## config.mk

```make
export PLATFORM = sky130hd
export DESIGN_NAME = fmprc_cell
export DESIGN_NICKNAME = d
export VERILOG_FILES = /design/src/rtl/fmprc_pkg.sv /design/src/rtl/fmprc_cell.sv
export SDC_FILE = /design/constraint.sdc
export NUM_CORES = 1
export LEC_CHECK = 0
export BUFFER_PORTS_ARGS = -buffer_cell sky130_fd_sc_hd__buf_2
export CORE_MARGIN = 4
export CORE_UTILIZATION = 35
export CTS_BUF_LIST = sky130_fd_sc_hd__clkbuf_4
export CTS_CLUSTER_DIAMETER = 100
export CTS_CLUSTER_SIZE = 28
export DETAILED_ROUTE_END_ITERATION = 10
export HOLD_SLACK_MARGIN = 0.05
export PLACE_DENSITY = 0.62
export SKIP_LAST_GASP = 1
export SYNTH_ARGS = -nofsm -noshare
export SYNTH_HDL_FRONTEND = slang
export SYNTH_SLANG_ARGS = --single-unit
export TNS_END_PERCENT = 20
```

## constraint.sdc

```tcl
create_clock -name clock -period 6.65 [get_ports clock]
set_input_delay 0.9975 -clock clock [delete_from_list [all_inputs] [get_ports clock]]
set_output_delay 0.9975 -clock clock [all_outputs]
set_load 0.03 [all_outputs]
```

## src/rtl/fmprc_pkg.sv

```systemverilog
// ----------------------------------------------------------------------------
// First-match packet rule classifier package
// Shared request, result and token types, codes and default sizes.
// ----------------------------------------------------------------------------
package fmprc_pkg;

   localparam int DEF_RULE_SLOTS  = 64;
   localparam int DEF_CHAIN_COUNT = 3;

   // Request kinds
   localparam logic REQ_ADD      = 1'b0;
   localparam logic REQ_CLASSIFY = 1'b1;

   // Rule actions
   localparam logic [1:0] ACT_ACCEPT  = 2'd0;
   localparam logic [1:0] ACT_DROP    = 2'd1;
   localparam logic [1:0] ACT_LOG     = 2'd2;
   localparam logic [1:0] ACT_INVALID = 2'd3;

   // Result status codes
   localparam logic [1:0] STATUS_OK      = 2'd0;
   localparam logic [1:0] STATUS_INVALID = 2'd1;
   localparam logic [1:0] STATUS_FULL    = 2'd2;

   // Classify verdicts
   localparam logic VERDICT_ACCEPT = 1'b0;
   localparam logic VERDICT_DROP   = 1'b1;

   typedef struct packed {
      logic        req_type;
      logic [1:0]  chain_id;
      logic [31:0] src_addr;
      logic [31:0] src_mask;
      logic [31:0] dst_addr;
      logic [31:0] dst_mask;
      logic [7:0]  proto_num;
      logic [15:0] dest_port;
      logic [1:0]  verdict_in;
   } req_payload_type;

   typedef struct packed {
      logic [1:0] status;
      logic       verdict_out;
   } rsp_payload_type;

   // A request on its way down the row of rule cells, with its answer once decided.
   typedef struct packed {
      req_payload_type req;
      logic            done;
      logic [1:0]      status;
      logic            verdict;
   } token_type;

endpackage

```

## src/rtl/fmprc_cell.sv

```systemverilog
// ----------------------------------------------------------------------------
// Rule cell
// Holds one rule slot and one pipeline stage of the request chain.
// ----------------------------------------------------------------------------
module fmprc_cell (
   input  logic               clock,
   input  logic               reset,
   input  logic               advance,
   input  logic               up_valid,
   input  fmprc_pkg::token_type up_tok,
   output logic               dn_valid,
   output fmprc_pkg::token_type dn_tok,
   output logic               slot_used
);
   import fmprc_pkg::*;

   logic        tok_valid_ff;
   token_type   tok_ff;
   token_type   tok_in;
   logic        rule_valid_ff;
   logic [1:0]  rule_chain_ff;
   logic [31:0] rule_src_ff;
   logic [31:0] rule_src_mask_ff;
   logic [31:0] rule_dst_ff;
   logic [31:0] rule_dst_mask_ff;
   logic [7:0]  rule_proto_ff;
   logic [15:0] rule_port_ff;
   logic [1:0]  rule_action_ff;
   logic        rule_hit;
   logic        rule_write;
   logic        open_req;

   always_comb begin
      open_req = up_valid && !up_tok.done;
      rule_hit = rule_valid_ff
         && (rule_chain_ff == up_tok.req.chain_id)
         && (((up_tok.req.src_addr ^ rule_src_ff) & rule_src_mask_ff) == 32'd0)
         && (((up_tok.req.dst_addr ^ rule_dst_ff) & rule_dst_mask_ff) == 32'd0)
         && ((rule_proto_ff == 8'd0) || (rule_proto_ff == up_tok.req.proto_num))
         && ((rule_port_ff == 16'd0) || (rule_port_ff == up_tok.req.dest_port))
         && (rule_action_ff != ACT_LOG);
      // Slots fill from the bottom and are never freed, so the first empty
      // slot an add request meets is the lowest free one.
      rule_write = advance && open_req && (up_tok.req.req_type == REQ_ADD) && !rule_valid_ff;

      tok_in = up_tok;
      if (open_req) begin
         if (up_tok.req.req_type == REQ_ADD) begin
            if (!rule_valid_ff) begin
               tok_in.done    = 1'b1;
               tok_in.status  = STATUS_OK;
               tok_in.verdict = VERDICT_ACCEPT;
            end
         end else if (rule_hit) begin
            tok_in.done    = 1'b1;
            tok_in.status  = STATUS_OK;
            tok_in.verdict = (rule_action_ff == ACT_DROP) ? VERDICT_DROP : VERDICT_ACCEPT;
         end
      end
   end

   always_ff @(posedge clock) begin
      if (reset) begin
         tok_valid_ff  <= 1'b0;
         rule_valid_ff <= 1'b0;
      end else if (advance) begin
         tok_valid_ff <= up_valid;
         if (rule_write) begin
            rule_valid_ff <= 1'b1;
         end
      end
   end

   always_ff @(posedge clock) begin
      if (advance) begin
         tok_ff <= tok_in;
      end
      if (rule_write) begin
         rule_chain_ff    <= up_tok.req.chain_id;
         rule_src_ff      <= up_tok.req.src_addr;
         rule_src_mask_ff <= up_tok.req.src_mask;
         rule_dst_ff      <= up_tok.req.dst_addr;
         rule_dst_mask_ff <= up_tok.req.dst_mask;
         rule_proto_ff    <= up_tok.req.proto_num;
         rule_port_ff     <= up_tok.req.dest_port;
         rule_action_ff   <= up_tok.req.verdict_in;
      end
   end

   assign dn_valid  = tok_valid_ff;
   assign dn_tok    = tok_ff;
   assign slot_used = rule_valid_ff;

endmodule

```

==> results_tabular.tex <==
\begin{tabular}{lr}
\hline
Metric & Value \\
\hline
\multicolumn{2}{l}{\textbf{Power and ir drop}} \\
Switching portion of total power & 0.245 \\
Total power draw & 3.45 mW \\
Combinational cell fraction of total power & 0.115 \\
Leakage power & 4.96 nW \\
Internal power consumption & 2.61 mW \\
Maximum resistive drop on vdd & 0.223 mV \\
Power per unit of standard cell area & 260 nW/um\^{}2 \\
Portion of total power attributed to sequential cells & 0.679 \\
Clock group share of total power & 0.206 \\
Psw & 848 uW \\
\multicolumn{2}{l}{\textbf{Drt}} \\
Drt pass-1 iters & 4 \\
DRC viols & 0 \\
Detailed Route Iter0 Violations & between 300 and 400 \\
Final antenna-violating net count & 0 \\
Wirelength, routed & $\sim$22 mm \\
Via count & around 5500 \\
Met1 layer wirelength in the final routing & $\sim$9.2 mm \\
Routed wire length on met3 & between 1.5 and 2 mm \\
Highest routing layer actually used & met5 \\
Mean routed wirelength per cell & around 18 um \\
Vias per cell & between 4 and 5 \\
Met2 wirelength from detailed routing & 10.8 mm \\
\multicolumn{2}{l}{\textbf{Logic synthesis}} \\
Total nets after synthesis & around 650 \\
Instance count of the mapped netlist & 489 \\
Flip-flop and latch count after synthesis & 319 \\
Synth top area share & 0.872 \\
Part of the Yosys area used for sequential elements & 0.876 \\
Cell accounting for the most synthesized area & edfxtp\_1 \\
Total number of yosys warnings & 0 \\
Synth cell types & 25 \\
Post-synthesis area per instance & 22.3 um\^{}2 \\
Cell area after synthesis & 10900 um\^{}2 \\
Cell types occupying the most area after synthesis & edfxtp\_1 (87\%), xor2\_1 (7.2\%), a22oi\_1 (2.2\%) \\
\multicolumn{2}{l}{\textbf{Placed design}} \\
Weighted congestion reported at the end of routability-driven placement & 0.729 \\
Final HPWL DP & 16.3 mm \\
Cell count after placement & 1214 \\
Number of buffers inserted by port buffering & between 300 and 400 \\
Post-DP Area & around 13000 um\^{}2 \\
\multicolumn{2}{l}{\textbf{Global route}} \\
Vias in the first global route & roughly 5600 \\
Antenna violations before repair & 5 \\
Pin count of the biggest net entering global routing & slightly below 90 \\
Global-route wire length before repair & 32.3 mm \\
Overflow after GRT & 0 \\
Total routing resource utilization after global routing & 0.122 \\
\multicolumn{2}{l}{\textbf{Final layout}} \\
Sequential cell area & 9560 um\^{}2 \\
Highest-count cells in the layout ignoring fill and taps & buf\_2 (326), edfxtp\_1 (317), xor2\_1 (90) \\
Number of nets in the final layout & 1000 \\
Number of standard cells in the layout, taps in and fillers out & 1237 \\
Share of cells above drive strength 1 & 0.424 \\
Multi-input combinational cell area & 1360 um\^{}2 \\
Layout Utilization & 0.433 \\
Most common library cell in the layout ignoring fill and taps & buf\_2 \\
Fillers & 2780 \\
Finished layout cell area & 13300 um\^{}2 \\
Synthesis-to-finish area growth & 21.6\% \\
\multicolumn{2}{l}{\textbf{Worst setup path}} \\
Worst path required time & $\sim$7000 ps \\
Worst Setup Path Type & in -> reg \\
Crit path arrival time & 3190 ps \\
Maximum single-stage delay on the critical path & 890 ps \\
Kind of start point of the critical path & primary input \\
Slowest CP cell & and2\_4 \\
Family of cells with the greatest summed delay on the critical path & simple AND/OR/NAND/NOR gates \\
Crit Path Max Fanout & 79 \\
Kind of end point of the critical path & flop \\
Number of buffers and inverters on the critical path & 2 \\
Cell chain of the critical path & buf\_2, and2b\_1, nor3b\_1, and2\_4, buf\_12 \\
\multicolumn{2}{l}{\textbf{STA}} \\
Setup repair after global routing missed its margin & no \\
Final count of negative-setup-slack endpoints & 0 \\
Share of the clock period used by the worst path & 0.426 \\
Worst Clk Skew & 39.9 ps \\
Post-layout minimum cycle time & 2830 ps \\
Max Slew Vio Count & 0 \\
Worst slew margin relative to its limit & 0.288 \\
Slew of the pin with the lowest slew margin & approximately 1100 ps \\
Count of endpoints failing hold in the final timing report & 0 \\
FMAX & approximately 350 MHz \\
Setup TNS & 0 ps \\
\multicolumn{2}{l}{\textbf{Die}} \\
Number of top-level pins & between 300 and 400 \\
Die extent in y & 185 um \\
Total die area & approximately 34000 um\^{}2 \\
Core box area & 30700 um\^{}2 \\
Effective utilization at floorplan & 0.356 \\
Number of standard-cell rows in the floorplan & 64 \\
DIE WIDTH & 185 um \\
\multicolumn{2}{l}{\textbf{Clock network}} \\
Cts-stage hold buffer count & 0 \\
Setup Buffers After CTS & 0 \\
Clock slew at the register clock pins of the worst setup and hold paths & $\sim$250 ps \\
Clock root buffer & clkbuf\_4 \\
Clock buffers created by TritonCTS & 15 \\
CTS tree & yes \\
CTS Sinks & 319 \\
Buffer levels on the longest clock path & 3 \\
Latest clock arrival within the worst-skew pair & roughly 690 ps \\
H-tree depth reported by CTS & 1 \\
Number of instances resized during post-cts repair & 0 \\
\multicolumn{2}{l}{\textbf{Outcome}} \\
Outcome & finished, final reports clean \\
\multicolumn{2}{l}{\textbf{Run}} \\
Reported max-cap violation count & 0 \\
\multicolumn{2}{l}{\textbf{Worst hold path}} \\
Class of the tightest hold or removal check & in -> reg \\
\hline
\end{tabular}
## synthesized netlist by cell type, drive strengths merged
| master | n |
|---|---|
| and2b | 1 |
| nor4 | 13 |
| mux2i | 2 |
| nand2 | 2 |
| nor2b | 1 |
| edfxtp | 317 |
| a21oi | 2 |
| o21ai | 1 |
| nand4 | 9 |
| inv | 1 |
| nor3 | 1 |
| nand3 | 1 |
| xor2 | 90 |
| or4 | 2 |
| nand2b | 1 |
| a2111oi | 1 |
| or3 | 1 |
| dfxtp | 2 |
| a22oi | 32 |
| nor3b | 4 |
| and2 | 1 |
| nor2 | 3 |
| a211o | 1 |
## power groups by stage
| stage | Clock, mW | Combinational (mW) | Sequential [mW] |
|---|---|---|---|
| after floorplan | 0 | 0.0419 | 2.56 |
| after detailed placement | 0 | 0.404 | 2.39 |
| after global routing | 0.825 | 0.422 | 2.35 |
| after global placement | 0 | 0.401 | 2.39 |
| final | 0.713 | 0.396 | 2.34 |
| after CTS | 0.763 | 0.404 | 2.35 |
## cell type report
type	instances	area share
antenna	1	0.000188
clock buffer	19	0.0107
clock inverter	3	0.00339
inverter	1	0.000283
multi-input combinational	169	0.102
sequential	319	0.720
tap	396	0.0373
timing repair buffer	329	0.126
## sequential cells by signal (all words and copies together), names as in the netlist
signal	flops
rule_port_ff	16
rule_action_ff	2
rule_src_mask_ff	32
rule_dst_ff	32
rule_chain_ff	2
rule_src_ff	32
rule_dst_mask_ff	32
rule_proto_ff	8
slot_used	1
dn_valid	1
dn_tok	161
## path summary, 6_finish.rpt
path / start / endpoint / slack [ps] / depth (start not counted)
min: reset / slot_used / 440 / 2
max: up_tok[3] / rule_src_ff[3] / 3820 / 5
min reg2reg: dn_valid / dn_valid / 560 / 2
max reg2reg: slot_used / rule_src_ff[3] / 4030 / 3
## kinds of logic after synthesis
group                  after synthesis  synth area share
AO/OA/AOI/OAI                       37            0.0250
XOR/XNOR                            90            0.0722
buffers and inverters                1          0.000343
flip-flops                         319             0.876
multiplexers                         2           0.00183
AND/OR/NAND/NOR                     40            0.0251
## through the flow
step | worst slack, ps | hold WS, ps
6_report | 3820 | 436
3_5_place_dp | 3060 | 531
4_1_cts | 3840 | 353
3_3_place_gp | 3110 | 485
5_1_grt | 3660 | 370
2_1_floorplan | 918 | 624
## per-layer routing
layer	vias to the layer above	GRT usage
met2	178	0.206
met1	2699	0.157
met5	-	0
li1	2628	-
met3	28	0.0349
met4	8	0.0258
No activity file was read; power rests on OpenSTA's default activity.
